$ cat src/rtl/core/dbt_pkg.sv
// Shared constants, types and codes for the depth buffer test unit.
package dbt_pkg;

  // Depth store geometry.
  localparam int unsigned STORE_ENTRIES = 32768;
  localparam int unsigned STORE_AW = (STORE_ENTRIES > 1) ? $clog2(STORE_ENTRIES) : 1;

  // Field and register widths.
  localparam int unsigned DEPTH_W   = 24;
  localparam int unsigned MAXD_W    = 23;
  localparam int unsigned WIDTH_W   = 9;
  localparam int unsigned HEIGHT_W  = 8;
  localparam int unsigned COORD_W   = 12;
  localparam int unsigned IDX_SUM_W = HEIGHT_W + WIDTH_W + 1;

  // Configuration register reset values.
  localparam logic              TEST_ENABLE_RST   = 1'b1;
  localparam logic [MAXD_W-1:0] MAX_DEPTH_RST     = MAXD_W'(7680);
  localparam logic [WIDTH_W-1:0]  SCREEN_WIDTH_RST  = WIDTH_W'(120);
  localparam logic [HEIGHT_W-1:0] SCREEN_HEIGHT_RST = HEIGHT_W'(40);

  // Configuration port.
  localparam int unsigned CFG_AW = 4;
  localparam int unsigned CFG_DW = 32;

  // Queue between the front and back parts.
  localparam int unsigned QUEUE_DEPTH = 4;
  localparam int unsigned QPTR_W = (QUEUE_DEPTH > 1) ? $clog2(QUEUE_DEPTH) : 1;
  localparam int unsigned QCNT_W = QPTR_W + 1;

  typedef enum logic [1:0] {
    REG_TEST_ENABLE,
    REG_MAX_DEPTH,
    REG_SCREEN_WIDTH,
    REG_SCREEN_HEIGHT
  } reg_index_t;

  typedef struct packed {
    logic                test_enable;
    logic [MAXD_W-1:0]   max_depth;
    logic [WIDTH_W-1:0]  screen_width;
    logic [HEIGHT_W-1:0] screen_height;
  } cfg_t;

  typedef struct packed {
    logic                      mode;
    logic signed [COORD_W-1:0] pixel_x;
    logic signed [COORD_W-1:0] pixel_y;
    logic signed [DEPTH_W-1:0] depth;
  } in_req_t;

  typedef struct packed {
    logic passed;
    logic cleared;
  } out_rsp_t;

  typedef enum logic [1:0] {
    KIND_PASS,
    KIND_FAIL,
    KIND_TEST,
    KIND_CLEAR
  } item_kind_t;

  typedef struct packed {
    item_kind_t                kind;
    logic [STORE_AW-1:0]       idx;
    logic signed [DEPTH_W-1:0] depth;
  } queue_entry_t;

  typedef enum logic [1:0] {
    BK_INIT,
    BK_IDLE,
    BK_READ,
    BK_SWEEP
  } back_state_t;

  typedef struct packed {
    logic init_busy;
  } back_status_t;

endpackage

$ cat src/rtl/core/dbt_front.sv
// Front part: accepts requests, checks bounds and depth, and forms the store index.
module dbt_front (
  input  logic                  clk,
  input  logic                  rst_n,
  input  logic                  start,
  output logic                  busy,
  input  dbt_pkg::in_req_t      in_req,
  input  dbt_pkg::cfg_t         cfg,
  input  dbt_pkg::back_status_t bk_status,
  output logic                  q_push,
  output dbt_pkg::queue_entry_t q_push_entry,
  input  logic                  q_full
);
  import dbt_pkg::*;

  logic                 s1_valid_r, s1_valid_nxt;
  queue_entry_t         s1_entry_r, s1_entry_nxt;
  logic                 accept;
  logic                 too_far;
  logic                 off_screen;
  logic                 idx_big;
  logic [IDX_SUM_W-1:0] idx_sum;

  always_comb begin
    busy   = bk_status.init_busy | (s1_valid_r & q_full);
    accept = start & ~busy;
    q_push = s1_valid_r & ~q_full;
    q_push_entry = s1_entry_r;

    too_far = $signed(in_req.depth) > $signed({1'b0, cfg.max_depth});
    off_screen = in_req.pixel_x[COORD_W-1] | in_req.pixel_y[COORD_W-1] |
                 ($unsigned(in_req.pixel_x) >= COORD_W'(cfg.screen_width)) |
                 ($unsigned(in_req.pixel_y) >= COORD_W'(cfg.screen_height));
    // Only meaningful when the pixel is on screen, where x and y fit these slices.
    idx_sum = IDX_SUM_W'(in_req.pixel_y[HEIGHT_W-1:0]) * IDX_SUM_W'(cfg.screen_width) +
              IDX_SUM_W'(in_req.pixel_x[WIDTH_W-1:0]);
    idx_big = 32'(idx_sum) >= STORE_ENTRIES;

    s1_entry_nxt.idx   = STORE_AW'(idx_sum);
    s1_entry_nxt.depth = in_req.depth;
    priority if (in_req.mode) begin
      s1_entry_nxt.kind = KIND_CLEAR;
    end else if (!cfg.test_enable) begin
      s1_entry_nxt.kind = KIND_PASS;
    end else if (too_far || off_screen || idx_big) begin
      s1_entry_nxt.kind = KIND_FAIL;
    end else begin
      s1_entry_nxt.kind = KIND_TEST;
    end

    if (accept) begin
      s1_valid_nxt = 1'b1;
    end else if (q_push) begin
      s1_valid_nxt = 1'b0;
    end else begin
      s1_valid_nxt = s1_valid_r;
    end
  end

  always_ff @(posedge clk) begin
    if (!rst_n) begin
      s1_valid_r <= 1'b0;
    end else begin
      s1_valid_r <= s1_valid_nxt;
    end
  end

  always_ff @(posedge clk) begin
    if (accept) begin
      s1_entry_r <= s1_entry_nxt;
    end
  end

endmodule

$ cat config.mk
export PLATFORM = sky130hd
export DESIGN_NAME = dbt_front
export DESIGN_NICKNAME = d
export VERILOG_FILES = /design/src/rtl/core/dbt_pkg.sv /design/src/rtl/core/dbt_front.sv
export SDC_FILE = /design/constraint.sdc
export NUM_CORES = 1
export LEC_CHECK = 0
export BUFFER_PORTS_ARGS = -buffer_cell sky130_fd_sc_hd__buf_2
export CAP_MARGIN = 5
export CORE_UTILIZATION = 30
export DETAILED_ROUTE_END_ITERATION = 10
export SLEW_MARGIN = 40
export SYNTH_ARGS = -nofsm -noshare
export SYNTH_HDL_FRONTEND = slang
export SYNTH_SLANG_ARGS = --single-unit
$ cat constraint.sdc
create_clock -name clk -period 8.33 [get_ports clk]
set_input_delay 0.4165 -clock clk [delete_from_list [all_inputs] [get_ports clk]]
set_output_delay 0.4165 -clock clk [all_outputs]
set_load 0.05 [all_outputs]
Word-level counts from Yosys, hierarchy flattened. Cells that the tools add are included. Widths: inputs -> output; s select.

Multipliers: 1. Order comparisons: 4. Mux-type cells: 4. Bitwise operators: 9. Add/sub/neg operators: 1. Reductions and logical operators: 3.

Operator list (number): $gt 24x24->1 (1); $add 17x9->18 (1); $ge 18x16->1 const B (1); $mul 8x9->17 (1); $ge 12x8->1 (1); $ge 12x9->1 (1); $mux 2 (2); $or 1x1->1 (4); $and 1x1->1 (3); $logic_or 1x1->1 (2); $mux 1 (2); $not 1->1 (2); $reduce_bool 2->1 (1).

Output and inout bits: 43. Register bits after elaboration: 42. Word-level logic and storage cells: 26. Input port bits: 95.

Logic depth before layout (Yosys ltp).
Depth after elaboration: 7. Depth in mapped cells: 20. Gate-level depth less buffers: 19.

Least setup slack after synthesis. No wires, ideal clock.

Path kind: input port to flip-flop. Start point: in in_req[25] (netlist bit). End point: reg s1_entry_r, in the netlist q_push_entry[39] (data pin). Stages on the path: 18. Data arrival time: 4577 ps. Path buffers: 1. Required time: 8076 ps. Setup slack: 3500 ps. Cells stage by stage: clkbuf_1 -> nand2_1 -> fa_1 -> inv_1 -> fa_1 -> fa_1 -> inv_1 -> fa_1 -> inv_1 -> ha_1 -> nand4_1 -> a211oi_1 -> or3_4 -> a211oi_2 -> mux2i_1 -> and3_1 -> nand3_1 -> a21o_1.

Longest elaborated chain between the ends: 6. Elaborated cells between the ends (all ways): 9.

Ends and longest elaborated chain: start: declaration (RTL line dbt_front.sv:7) `input dbt_pkg::in_req_t in_req,`; $mul 8x9->17 / $ge 12x8->1 (equally long branches) (RTL line dbt_front.sv:35, dbt_front.sv:33); $add 17x9->18 / $or 1x1->1 (equally long branches) (RTL line dbt_front.sv:35, dbt_front.sv:32); $ge 18x16->1 / $logic_or 1x1->1 (equally long branches) (RTL line dbt_front.sv:37, dbt_front.sv:45); $logic_or 1x1->1 * (RTL line dbt_front.sv:45) `end else if (too_far || off_screen || idx_big) begin`; $mux 2 * (RTL line dbt_front.sv:45); $mux 2 * (RTL line dbt_front.sv:43) `end else if (!cfg.test_enable) begin`; end signal: assignment (RTL line dbt_front.sv:70) `s1_entry_r <= s1_entry_nxt;`; end: declaration (RTL line dbt_front.sv:17) `queue_entry_t s1_entry_r, s1_entry_nxt;`.

Mark *: on every way between the ends. The rest lies on a longest branch, timed or not. A chain may end at the register's enable or synchronous reset.

Final worst setup path.
Start point: in in_req[31] (netlist bit). End point: reg s1_entry_r, in the netlist q_push_entry[39] (data pin).

The elaborated chain is that of the path after synthesis.

==> results.sh <==
export IMPL_grt_ovfl_total=0
export IMPL_layout_min_cycle_time_ns=4.83
export IMPL_antenna_found_initial=0
export IMPL_ys_seq_elements=42
export IMPL_grt_max_degree=43
export IMPL_design_area_um2=6140
export IMPL_finalSetupViolations=0
export IMPL_cts_setup_buffers=0
export IMPL_synth_area_um2=5000
export IMPL_required_ns=8.37
export IMPL_avgRoutedWirePerCell_um=13.4
export IMPL_syn_nets=732
export IMPL_worst_slew_pin_slew_ns=0.548
export IMPL_rows=46
export IMPL_postRouteAntennaNets=0
export IMPL_synthArstFlopShare=0
export IMPL_viasPerCell=4.45
export IMPL_start_kind="input port"
export IMPL_synth_edf_count=41
export IMPL_hold_viol_final=0
export IMPL_root_buffer="clkbuf_16"
export IMPL_clkSlewWorstSetupHoldPaths_ns=0.06
export IMPL_clockBufferDepth=2
export IMPL_period_share=0.579
export IMPL_vdd_drop_max_mv=0.0957
export IMPL_worstSetupPathType="input port to register"
export IMPL_placed_area_um2=5940
export IMPL_fin_skew_ns=0.00342
export IMPL_dominantRegCellSynth="edfxtp_1"
export IMPL_clock_latency_ns=0.28
export IMPL_fin_cells=862
export IMPL_area_growth_pct=22.7
export IMPL_cts_buffers=5
export IMPL_gp_congestion=0.834
export IMPL_p_leak_nw=3.18
export IMPL_final_nets=872
export IMPL_syn_inst=505
export IMPL_die_y_um=131
export IMPL_ios=138
export IMPL_gr_usage_all_layers=0.136
export IMPL_cts_tree="yes"
export IMPL_ctsHoldBuffers=0
export IMPL_vias=3837
export IMPL_holdCritPathClass="input port to register"
export IMPL_cp_end_kind="register"
export IMPL_num_antenna_cells=0
export IMPL_post_cts_resized=0
export IMPL_core_um2=16100
export IMPL_portBuffers=137
export IMPL_ys_seq_area_frac=0.250
export IMPL_drive_gt1_frac=0.234
export IMPL_die_w_um=131
export IMPL_htreeDepth=2
export IMPL_slew_headroom=0.635
export IMPL_initial_utilization=0.311
export IMPL_critPathMaxFanout=10
export IMPL_syn_area_per_cell_um2=9.90
export IMPL_status="finished clean"
export IMPL_rsz0062_at_grt="no"
export IMPL_cp_arrival_ns=4.87
export IMPL_post_dp_hpwl_um=9990
export IMPL_grt_pass1_wl_um=17900
export IMPL_grt_pass1_vias=3687
export IMPL_clock_sinks=42
export IMPL_slew_violations=0
export IMPL_ys_warn_count=0
export IMPL_route_detailed_drc=0
export IMPL_fmax_ghz=0.207
export IMPL_finalSetupTns_ns=0
export IMPL_p_per_area_nw_per_um2=227
export IMPL_die_area_um2=17200
export IMPL_drt_initial_drc_count=149
export IMPL_first_pass_iters=4
export IMPL_dpl_cell_count=854
export IMPL_synth_cell_type_count=49
export IMPL_maxCapViolCount=0
export IMPL_routed_wl_um=11500
[area by class of cell]
| cell class | count | area, um^2 |
|---|---|---|
| Tap cell | 216 | 270 |
| Fill cell | 1655 | 9920 |
| Inverter | 119 | 447 |
| Clock inverter | 3 | 68.8 |
| Sequential cell | 42 | 1250 |
| Timing Repair Buffer | 137 | 686 |
| Multi-Input combinational cell | 340 | 3290 |
| Clock buffer | 5 | 125 |
[state kept, by name, summed over array words and instances (netlist names)]
name,flops
q_push_entry,41
s1_valid_r,1
[cell usage after synthesis, drive strengths merged (8+ instances only)]
| cell | number | area share |
|---|---|---|
| a21o | 9 | 0.014 |
| fa | 51 | 0.20 |
| xnor2 | 8 | 0.014 |
| and2 | 47 | 0.059 |
| nand2 | 35 | 0.026 |
| a21oi | 21 | 0.021 |
| ha | 81 | 0.20 |
| edfxtp | 41 | 0.25 |
| inv | 119 | 0.089 |
| nor2 | 11 | 0.0083 |
| nand3 | 10 | 0.010 |
[worst paths after layout]
kind / startpoint / to / slack [ns] / depth (start not counted)
worst max-delay path: in_req[31] / q_push_entry[39] / 3.50 / 17
worst min-delay path: in_req[6] / q_push_entry[6] / 0.33 / 1
worst max register to register: s1_valid_r / q_push_entry[21] / 6.93 / 2
worst min register to register: s1_valid_r / s1_valid_r / 0.53 / 2
[layout by cell type, fill, tap and decap left out, drive strengths merged, types with 8 or more instances in the layout]
cell    netlist  final
a21o          9      9
a21oi        21     21
and2         47     47
buf           0    137
edfxtp       41     41
fa           51     51
ha           81     81
inv         119    119
nand2        35     35
nand3        10     10
nor2         11     11
xnor2         8      8
[worst max-delay path, stage by stage]
cell and delay [ns]:
buf_2 0.17, and2_1 0.18, fa_1 0.50, fa_1 0.51, fa_1 0.57, inv_1 0.06, fa_1 0.53, inv_1 0.04
ha_1 0.36, nand4_1 0.18, a211oi_1 0.07, or3_4 0.39, a211oi_2 0.25, mux2i_1 0.20, and3_1 0.19, nand3_1 0.08
a21o_1 0.17
[per-stage QoR]
step                utilization  hold WS, ns  power, mW  setup slack (ns)
floorplan                     -        0.493      0.960              3.50
CTS                       0.382        0.318       1.41              3.48
global route              0.382        0.316       1.52              3.29
detailed placement        0.370        0.517       1.15              3.18
finish                    0.382        0.327       1.39              3.50
global placement          0.370        0.514       1.15              3.21
[kinds of logic after synthesis]
family,count (synthesis),share of synthesized area
XOR/XNOR,10,0.0175
AND/OR/NAND/NOR,132,0.141
buffers and inverters,123,0.0923
adder cells (fa/ha/maj),132,0.407
flip-flops,42,0.250
multiplexers,2,0.00400
AO/OA/AOI/OAI,64,0.0878
[where the power goes]
| group | total (mW) | internal [mW] | switching (mW) |
|---|---|---|---|
| Clock | 0.252 | 0.172 | 0.0798 |
| Combinational | 0.832 | 0.329 | 0.503 |
| Sequential | 0.307 | 0.300 | 0.00738 |
| Total | 1.39 | 0.801 | 0.590 |
[layer usage]
layer	GRT usage	up-vias	part of all wire	wire (um)
met5	0	-	0	0
met4	0.0325	0	0.0099	114
met3	0.0183	8	0.068	779
met2	0.242	130	0.47	5410
met1	0.173	1761	0.45	5220
li1	-	1938	-	-
(Power assumes the default switching activity.)
