### src/rtl/core/dbt_pkg.sv
// Shared constants, types and codes for the depth buffer test unit.
package dbt_pkg;

  // Depth store geometry.
  localparam int unsigned STORE_ENTRIES = 32768;
  localparam int unsigned STORE_AW = (STORE_ENTRIES > 1) ? $clog2(STORE_ENTRIES) : 1;

  // Field and register widths.
  localparam int unsigned DEPTH_W   = 24;
  localparam int unsigned MAXD_W    = 23;
  localparam int unsigned WIDTH_W   = 9;
  localparam int unsigned HEIGHT_W  = 8;
  localparam int unsigned COORD_W   = 12;
  localparam int unsigned IDX_SUM_W = HEIGHT_W + WIDTH_W + 1;

  // Configuration register reset values.
  localparam logic              TEST_ENABLE_RST   = 1'b1;
  localparam logic [MAXD_W-1:0] MAX_DEPTH_RST     = MAXD_W'(7680);
  localparam logic [WIDTH_W-1:0]  SCREEN_WIDTH_RST  = WIDTH_W'(120);
  localparam logic [HEIGHT_W-1:0] SCREEN_HEIGHT_RST = HEIGHT_W'(40);

  // Configuration port.
  localparam int unsigned CFG_AW = 4;
  localparam int unsigned CFG_DW = 32;

  // Queue between the front and back parts.
  localparam int unsigned QUEUE_DEPTH = 4;
  localparam int unsigned QPTR_W = (QUEUE_DEPTH > 1) ? $clog2(QUEUE_DEPTH) : 1;
  localparam int unsigned QCNT_W = QPTR_W + 1;

  typedef enum logic [1:0] {
    REG_TEST_ENABLE,
    REG_MAX_DEPTH,
    REG_SCREEN_WIDTH,
    REG_SCREEN_HEIGHT
  } reg_index_t;

  typedef struct packed {
    logic                test_enable;
    logic [MAXD_W-1:0]   max_depth;
    logic [WIDTH_W-1:0]  screen_width;
    logic [HEIGHT_W-1:0] screen_height;
  } cfg_t;

  typedef struct packed {
    logic                      mode;
    logic signed [COORD_W-1:0] pixel_x;
    logic signed [COORD_W-1:0] pixel_y;
    logic signed [DEPTH_W-1:0] depth;
  } in_req_t;

  typedef struct packed {
    logic passed;
    logic cleared;
  } out_rsp_t;

  typedef enum logic [1:0] {
    KIND_PASS,
    KIND_FAIL,
    KIND_TEST,
    KIND_CLEAR
  } item_kind_t;

  typedef struct packed {
    item_kind_t                kind;
    logic [STORE_AW-1:0]       idx;
    logic signed [DEPTH_W-1:0] depth;
  } queue_entry_t;

  typedef enum logic [1:0] {
    BK_INIT,
    BK_IDLE,
    BK_READ,
    BK_SWEEP
  } back_state_t;

  typedef struct packed {
    logic init_busy;
  } back_status_t;

endpackage

### src/rtl/core/dbt_queue.sv
// Short request queue between the classifying front part and the back part.
module dbt_queue (
  input  logic                  clk,
  input  logic                  rst_n,
  input  logic                  push,
  input  dbt_pkg::queue_entry_t push_entry,
  output logic                  full,
  input  logic                  pop,
  output dbt_pkg::queue_entry_t pop_entry,
  output logic                  empty
);
  import dbt_pkg::*;

  queue_entry_t      entries_r [QUEUE_DEPTH];
  logic [QPTR_W-1:0] wr_ptr_r, wr_ptr_nxt;
  logic [QPTR_W-1:0] rd_ptr_r, rd_ptr_nxt;
  logic [QCNT_W-1:0] count_r, count_nxt;

  always_comb begin
    full  = (count_r == QCNT_W'(QUEUE_DEPTH));
    empty = (count_r == '0);
    pop_entry = entries_r[rd_ptr_r];

    wr_ptr_nxt = wr_ptr_r;
    rd_ptr_nxt = rd_ptr_r;
    if (push) begin
      wr_ptr_nxt = (wr_ptr_r == QPTR_W'(QUEUE_DEPTH - 1)) ? '0 : wr_ptr_r + 1'b1;
    end
    if (pop) begin
      rd_ptr_nxt = (rd_ptr_r == QPTR_W'(QUEUE_DEPTH - 1)) ? '0 : rd_ptr_r + 1'b1;
    end
    count_nxt = count_r + QCNT_W'(push) - QCNT_W'(pop);
  end

  always_ff @(posedge clk) begin
    if (!rst_n) begin
      wr_ptr_r <= '0;
      rd_ptr_r <= '0;
      count_r  <= '0;
    end else begin
      wr_ptr_r <= wr_ptr_nxt;
      rd_ptr_r <= rd_ptr_nxt;
      count_r  <= count_nxt;
    end
  end

  always_ff @(posedge clk) begin
    if (push) begin
      entries_r[wr_ptr_r] <= push_entry;
    end
  end

endmodule

### config.mk
export PLATFORM = sky130hd
export DESIGN_NAME = dbt_queue
export DESIGN_NICKNAME = d
export VERILOG_FILES = /design/src/rtl/core/dbt_pkg.sv /design/src/rtl/core/dbt_queue.sv
export SDC_FILE = /design/constraint.sdc
export NUM_CORES = 1
export LEC_CHECK = 0
export BUFFER_PORTS_ARGS = -buffer_cell sky130_fd_sc_hd__buf_2
export CORE_ASPECT_RATIO = 0.6
export CORE_UTILIZATION = 45
export CTS_CLUSTER_SIZE = 30
export DETAILED_ROUTE_END_ITERATION = 7
export PLACE_DENSITY_LB_ADDON = 0.08
export REMOVE_ABC_BUFFERS = 1
export SYNTH_ARGS = -nofsm -noshare
export SYNTH_HDL_FRONTEND = slang
export SYNTH_SLANG_ARGS = --single-unit
export TNS_END_PERCENT = 100
### constraint.sdc
create_clock -name clk -period 2.8 [get_ports clk]
set_input_delay 0.14 -clock clk [delete_from_list [all_inputs] [get_ports clk]]
set_output_delay 0.14 -clock clk [all_outputs]
set_load 0.05 [all_outputs]
* Word-level counts from Yosys, hierarchy flattened *
Memory sizes are Yosys's and may differ from the RTL's. A register that Yosys moved wholly into a read port is not among the register bits.
Index checks and enable logic that the tools add are counted.

cells by class
  magnitude comparators = 0
  add/subtract/negate cells = 4
  div/mod/pow operators = 0
  bitwise logic cells = 0
  equal/unequal tests = 3
  multipliers = 0
  reductions and logical operators = 1
  shift-type cells = 0
  multiplexer cells = 6

operators by type and width
  cell                                                           number
  2-bit two-way mux                                              4
  2-bit by 1-bit adder with 2-bit output, second input constant  2
  2-bit equality test, second input constant                     2
  3-bit by 1-bit adder with 3-bit output                         1
  3-bit equality test, second input constant                     1
  3-bit zero test                                                1
  3-bit by 1-bit subtractor with 3-bit output                    1
  1-bit two-way mux                                              2

storage, ports and cells
  memories kept = 1
  ROM bits = 0
  output and inout bits = 43
  memory bits (writable) = 164
  register bits after elaboration = 7
  word-level logic and storage cells = 18
  bits in latches = 0

memories
  name       depth  width  read ports  clocked after Yosys merged registers in  wr ports  RTL line         source
  entries_r  4      41     1           1                                        1         dbt_queue.sv:14  queue_entry_t entries_r [QUEUE_DEPTH];

* Logic depth before layout (Yosys ltp) *
Gate-level depths: netlist of run 1.

  word-level depth = 4
  gate-level depth with buffers = 7
  mapped depth without buffers = 7

* Worst setup path after synthesis of run 1 *
No wires, ideal clock.

  path type = register -> register
  start point = register wr_ptr_r[0]
  end point = memory entries_r[2][0] in the netlist's numbering, enable pin
  setup slack = 869 ps
  data required time = 2398 ps
  cell stages (with the launch flop) = 4
  period minus slack after synthesis = 1931 ps
  path buffers = 0
  arrival time = 1529 ps
  library setup time = 402 ps
  cells stage by stage = dfxtp_1 -> inv_1 -> ha_1 -> and2_1

RTL lines
  what                    RTL line         source
  start, declared         dbt_queue.sv:15  logic [QPTR_W-1:0] wr_ptr_r, wr_ptr_nxt;
  start signal, assigned  dbt_queue.sv:41  wr_ptr_r <= wr_ptr_nxt;
  end, declared           dbt_queue.sv:14

Straight into the memory's write port.

==> flow_summary.ini, run 1 <==
[status]
run_status = finished, final reports clean

[detailed_routing]
routedWlPerCell_um = 18.2
first_iter_violations = 136
drtAntennaViolNets = 0
drtPass1Iterations = 4
post_route_drc = 0
vias_per_instance = 4.88
drt-total-wl_mm = 11.1
num_vias = 2984

[synthesis]
yosys.area.top_type = sky130_fd_sc_hd__edfxtp_1
synth-seq-area-share_pct = 79.5
yosysWarningCount = 0
synth.lib_cells_used.distinct = 20
syn-cell-area_mm2 = 0.00642
netlist.area_leader.share_pct = 76.7
synth_enable_flop_cells = 164
synth_top_cells_by_area = sky130_fd_sc_hd__edfxtp_1 77%, sky130_fd_sc_hd__mux4_2 14%, sky130_fd_sc_hd__dfxtp_1 2.8%
synth-seq-cells = 173
post_synth_inst_count = 259
ys_dominant_reg_cell = sky130_fd_sc_hd__edfxtp_1
synth-async-reset-ratio_pct = 0
syn_area_per_cell_um2 = 24.8

[sta]
fin_crit_sh_pct = 82.0
pin_slew_with_the_least_headroom_to_its_limit_ns = 0.630
rsz0062_at_grt = no
finalSetupViolations = 0
totalNegativeSetupSlack_ns = 0
worst_slew_margin_rel_pct = 58.0
clock_skew_ns = 0.0128
final.setup.worst_slack_ns = 0.505
finalMaxSlewViolations = 0
finalHoldWorstSlack_ns = 0.0831
tmin_final_ns = 2.30
timing.final.hold_violations = 0
achievable-frequency_mhz = 436

[critical_path]
timing.critical_path.arrival_ns = 2.16
critPathLaunchType = flop
crit_path_max_fanout = 27
crit_path_end_kind = primary output
critPathRequiredTime_ns = 2.66
timing.setup.critical_path_class = flop to primary output
reg2reg_setup_slack_ns = 1.01

[cells_and_area]
fin_nets = 457
flow.area_growth_from_synthesis_pct = 26.3
multi_input_area_mm2 = 0.00118
final_core_util_pct = 58.9
nFillCells = 1041
area_occupied_by_registers_mm2 = 0.00511
final_layout_size_suffix_gt1_share_pct = 41.7

[die]
die_width_um = 156
core_area_mm2 = 0.0138
die-area_mm2 = 0.0148
row_count = 33
die_h_um = 94.6
floorplan.initialDensity_pct = 46.6
top_level_ports = 88

[cts]
cts.clk_slew.worst_paths_ns = 0.07
clock-root-buffer = sky130_fd_sc_hd__clkbuf_16
ctsHtreeMaxLevel = 4
cts.path.max_buffers = 2
clkSinkCount = 173
clk-insertion-delay-late_ns = 0.42
post_cts_setup_buffer_count = 0
tritoncts.num_buffers = 17
cts_tree = done
postCtsResizedCells = 0
cts.hold.buffers_added = 42

[power]
power.internal_mw = 4.59
p_sw_mw = 1.58
totalPowerFinal_mw = 6.17
switching_share_pct = 25.6
comb_power_share_pct = 13.0
ir_worst_vdd_uv = 394
power_density_normalized_to_cell_area_mw_per_mm2 = 760
total_leakage_power_nw = 2.82
share_seq_of_total_power_pct = 48.8
clkPwrFrac_pct = 38.2

[global_routing]
globalRouteOverflowTotal = 0
grt_pass1_vias = 3154
global_route_wire_length_before_repair_mm = 17.2
antenna_found_initial = 2
grtUsageTotal_pct = 16.5
grt_start_max_net_pins = 42

[placement]
routabilityCongestion = 0.702
pre_cts_slack_ns = 0.878
dp_hpwl_mm = 6.59
io_buffers = 87

[hold_path]
worst_hold_path_type = input pin to flop

[flow_run]
maxCapViolations = 0
-- cells in the final DEF (no fill, tap or decap), types with 2 or more instances in the layout --
| cell | count |
|---|---|
| sky130_fd_sc_hd__clkbuf_16 | 17 |
| sky130_fd_sc_hd__buf_4 | 4 |
| sky130_fd_sc_hd__and2_2 | 4 |
| sky130_fd_sc_hd__a21oi_1 | 2 |
| sky130_fd_sc_hd__bufinv_16 | 2 |
| sky130_fd_sc_hd__ha_1 | 7 |
| sky130_fd_sc_hd__and2_1 | 2 |
| sky130_fd_sc_hd__dfxtp_1 | 7 |
| sky130_fd_sc_hd__inv_8 | 3 |
| sky130_fd_sc_hd__nor2_1 | 3 |
| sky130_fd_sc_hd__buf_12 | 3 |
| sky130_fd_sc_hd__clkinv_4 | 2 |
| sky130_fd_sc_hd__inv_6 | 3 |
| sky130_fd_sc_hd__edfxtp_1 | 164 |
| sky130_fd_sc_hd__or3b_2 | 2 |
| sky130_fd_sc_hd__mux4_2 | 40 |
| sky130_fd_sc_hd__inv_1 | 7 |
| sky130_fd_sc_hd__dlygate4sd3_1 | 42 |
| sky130_fd_sc_hd__clkinvlp_4 | 3 |
| sky130_fd_sc_hd__mux2i_1 | 2 |
| sky130_fd_sc_hd__nand2b_1 | 2 |
| sky130_fd_sc_hd__buf_2 | 87 |
| sky130_fd_sc_hd__diode_2 | 2 |
-- metrics by stage --
step / std cells / area [um^2]
6_report: 611 / 8120
5_1_grt: 610 / 8120
4_1_cts: 609 / 8110
3_5_place_dp: 535 / 7090
3_3_place_gp: 535 / 7090
2_1_floorplan: 249 / 6310
-- cell type report --
cell class / instances / share of cell area [%]
timing repair buffer: 136 / 11.7
inverter: 7 / 0.324
clock buffer: 17 / 5.24
sequential: 173 / 62.9
clock inverter: 15 / 2.23
multi-input combinational: 69 / 14.6
antenna: 2 / 0.0617
tap: 192 / 2.96
-- synth_stat cells (2+ instances only) --
master,count
sky130_fd_sc_hd__inv_1,7
sky130_fd_sc_hd__mux4_2,40
sky130_fd_sc_hd__nor2_1,3
sky130_fd_sc_hd__buf_2,4
sky130_fd_sc_hd__nand2b_1,2
sky130_fd_sc_hd__or3b_2,2
sky130_fd_sc_hd__buf_12,4
sky130_fd_sc_hd__edfxtp_1,164
sky130_fd_sc_hd__a21oi_1,2
sky130_fd_sc_hd__and2_1,6
sky130_fd_sc_hd__ha_1,7
sky130_fd_sc_hd__dfxtp_1,9
sky130_fd_sc_hd__mux2i_1,2
-- power groups by stage --
stage                     logic [mW]  clock network [mW]  registers [mW]
after global placement         0.761                   0            3.07
after CTS                      0.814                2.41            3.01
after detailed placement       0.767                   0            3.07
final                          0.802                2.36            3.01
after floorplan                0.550                   0            3.06
after global routing           0.856                2.51            3.02
-- registers in the layout (all words and copies together), names as in the netlist, named ones only --
signal	cells
rd_ptr_r	2
entries_r	164
count_r	3
wr_ptr_r	2
-- path summary, 6_finish.rpt --
check | start | end | cells after the start
setup / recovery | flop | pop_entry[6] | 3
hold reg to reg | rd_ptr_r[0] | flop | 2
hold / removal | push | wr_ptr_r[1] | 3
setup reg to reg | wr_ptr_r[0] | entries_r[2][19] | 4
-- metal layers --
layer	part of all wire (%)	track usage, %	vias up
met4	0.73	5.88	0
met5	0	0	-
met3	5.1	5.69	8
met1	49	22.5	1529
met2	46	24.7	62
li1	-	-	1385
-- cells by family (layout without fill, tap and decap cells) --
logic type	Yosys count	after routing	synth area share (%)
AO/OA/AOI/OAI	2	2	0.156
flip-flops	173	173	79.5
adder cells (fa/ha/maj)	8	8	1.67
multiplexers	43	43	14.7
XOR/XNOR	1	1	0.370
AND/OR/NAND/NOR	15	15	1.40
other	0	2	0
buffers and inverters	17	175	2.20
-- worst max-delay path, stage by stage, from the launching register on --
cell                      delay, ns
sky130_fd_sc_hd__dfxtp_4       0.73
sky130_fd_sc_hd__buf_12        0.26
sky130_fd_sc_hd__mux4_2        0.51
sky130_fd_sc_hd__buf_2         0.23
(Power assumes the default switching activity.)
==> run 2, diff against run 1 <==
==> constraint.sdc (replaced) <==
create_clock -name clk -period 1.9 [get_ports clk]
set_input_delay 0.095 -clock clk [delete_from_list [all_inputs] [get_ports clk]]
set_output_delay 0.095 -clock clk [all_outputs]
set_load 0.05 [all_outputs]
==> flow_summary.ini, run 2 (synthesized netlist as in run 1, its figures left out) <==
[critical_path]
timing.rr.start = count_r[0]
timing.critical_path.arrival_ns = 1.79
critPathLaunchType = flop
critical_path.top_delay_family = multiplexers
crit_path_max_incr_delay_ns = 0.51
timing.setup.critical_path_class = flop to primary output
crit_path_cell_trace = bufbuf_16 -> mux4_2 -> buf_6
cp_num_buf_inv = 2
worst_path_slowest_cell = sky130_fd_sc_hd__mux4_2
crit_path_max_fanout = 9
crit_path_end_kind = primary output
critPathRequiredTime_ns = 1.80

[cells_and_area]
final_layout_size_suffix_gt1_share_pct = 42.3
most-common-layout-cells = 164 x sky130_fd_sc_hd__edfxtp_1, 55 x sky130_fd_sc_hd__buf_2, 42 x sky130_fd_sc_hd__dlygate4sd3_1, 41 x sky130_fd_sc_hd__mux4_2, 30 x sky130_fd_sc_hd__buf_6
reg_top3 = entries_r x164, count_r x3
flow.area_growth_from_synthesis_pct = 30.2
top_register = entries_r
final_core_util_pct = 60.7
antenna-diode-count = 0
layout_commonest_cell = sky130_fd_sc_hd__edfxtp_1
number_of_flip_flops_under_the_largest_register_name = 164
fin_nets = 463

[flow_run]
maxCapViolations = 0

[cts]
ctsHtreeMaxLevel = 4
clkSinkCount = 173
cts.clk_slew.worst_paths_ns = 0.07
tritoncts.num_buffers = 17
clk-insertion-delay-late_ns = 0.41
post_cts_setup_buffer_count = 0
cts.path.max_buffers = 2
cts_tree = done
clock-root-buffer = sky130_fd_sc_hd__clkbuf_16

[placement]
pre_cts_slack_ns = 0.163
routabilityCongestion = 0.672
dp_hpwl_mm = 6.54
io_buffers = 87

[global_routing]
globalRouteOverflowTotal = 0
grt_start_max_net_pins = 29
grt_pass1_vias = 3156
antenna_found_initial = 0
global_route_wire_length_before_repair_mm = 17.6
grtUsageTotal_pct = 16.8

[power]
total_leakage_power_nw = 2.91
switching_share_pct = 25.7
p_sw_mw = 2.32
clkPwrFrac_pct = 36.2
comb_power_share_pct = 15.2
ir_worst_vdd_uv = 537
power.internal_mw = 6.74
share_seq_of_total_power_pct = 48.6
power_density_normalized_to_cell_area_mw_per_mm2 = 1080

[sta]
finalMaxSlewViolations = 0
final.setup.worst_slack_ns = 0.0129
achievable-frequency_mhz = 530
pin_slew_with_the_least_headroom_to_its_limit_ns = 0.360
fin_crit_sh_pct = 99.3
tmin_final_ns = 1.89
timing.final.hold_violations = 0
rsz0062_at_grt = yes
clock_skew_ns = 0.00879
worst_slew_margin_rel_pct = 76.0
finalSetupViolations = 0

[die]
row_count = 33
core_area_mm2 = 0.0138
die-area_mm2 = 0.0148
top_level_ports = 88
die_h_um = 94.6
floorplan.initialDensity_pct = 46.6
die_width_um = 156

[detailed_routing]
post_route_drc = 0
drtPass1Iterations = 4
drt-total-wl_mm = 11.4
num_vias = 3062
routedWlPerCell_um = 18.6
first_iter_violations = 107
vias_per_instance = 4.98
drtAntennaViolNets = 0

[hold_path]
holdCritStartpoint = pop
worst_hold_path_type = input pin to flop

[status]
run_status = finished, final reports clean
-- run 2: cell count changes in the layout (fill, tap and decap cells not counted), moves of 2 or more --
cell / delta
sky130_fd_sc_hd__buf_2: -32
sky130_fd_sc_hd__inv_8: -2
sky130_fd_sc_hd__buf_6: +30
sky130_fd_sc_hd__diode_2: -2
sky130_fd_sc_hd__buf_4: +4
-- run 2: stage by stage --
stage / cell area [um^2] / cells / setup TNS [ns] / power [mW] / hold WS (ns)
after detailed placement: 7150 / 540 / 0 / 5.66 / 0.314
after CTS: 8330 / 615 / -0.102 / 9.12 / 0.0200
after global placement: 7150 / 540 / 0 / 5.65 / 0.310
after global routing: 8370 / 615 / -0.762 / 9.36 / 0.0476
after floorplan: 6310 / 249 / -37.34 / 5.32 / 0.194
final: 8370 / 615 / 0 / 9.06 / 0.0286
-- run 2: cell type report --
cell class,count,area (um^2)
fillers,1047,5420
flip-flops and latches,173,5110
repair buffers,142,1250
multi-input cells,69,1180
clock buffers,18,429
well taps,192,240
clock inverters,14,134
inverters,7,26.3
-- run 2: path summary, 6_finish.rpt --
kind / depth (start not counted) / slack (ns) / end
min: 3 / 0.03 / flop
min reg2reg: 2 / 0.51 / flop
max: 3 / 0.01 / pop_entry[35]
max reg2reg: 7 / 0.16 / count_r[2]
-- run 2: worst register-to-register path, stage by stage (launching register included) --
cell                      delay [ns]
sky130_fd_sc_hd__dfxtp_1        0.33
sky130_fd_sc_hd__inv_1          0.05
sky130_fd_sc_hd__ha_1           0.26
sky130_fd_sc_hd__inv_1          0.04
sky130_fd_sc_hd__ha_1           0.18
sky130_fd_sc_hd__fa_1           0.36
sky130_fd_sc_hd__xor3_1         0.37
sky130_fd_sc_hd__nor2_1         0.04
-- run 2: repair_timing --
item | CTS | global route
hold buffers | 42 | 0
cloned | 1 | 0
endpoints found under the setup margin | 10 | 32
endpoints found under the hold margin | 166 | 0
resized for setup | 55 | 11
-- run 2: routing by layer --
layer	routed length, um	global-route usage [%]	up-vias
li1	-	-	1388
met1	5260	22.0	1589
met2	5470	26.7	76
met3	591	5.37	9
met4	114	5.64	0
met5	0	0	-
-- run 2: power groups by stage --
stage / registers, mW / logic [mW] / clock network, mW
finish: 4.40 / 1.38 / 3.28
global route: 4.41 / 1.46 / 3.49
CTS: 4.40 / 1.37 / 3.34
detailed placement: 4.48 / 1.18 / 0
global placement: 4.48 / 1.17 / 0
floorplan: 4.51 / 0.810 / 0
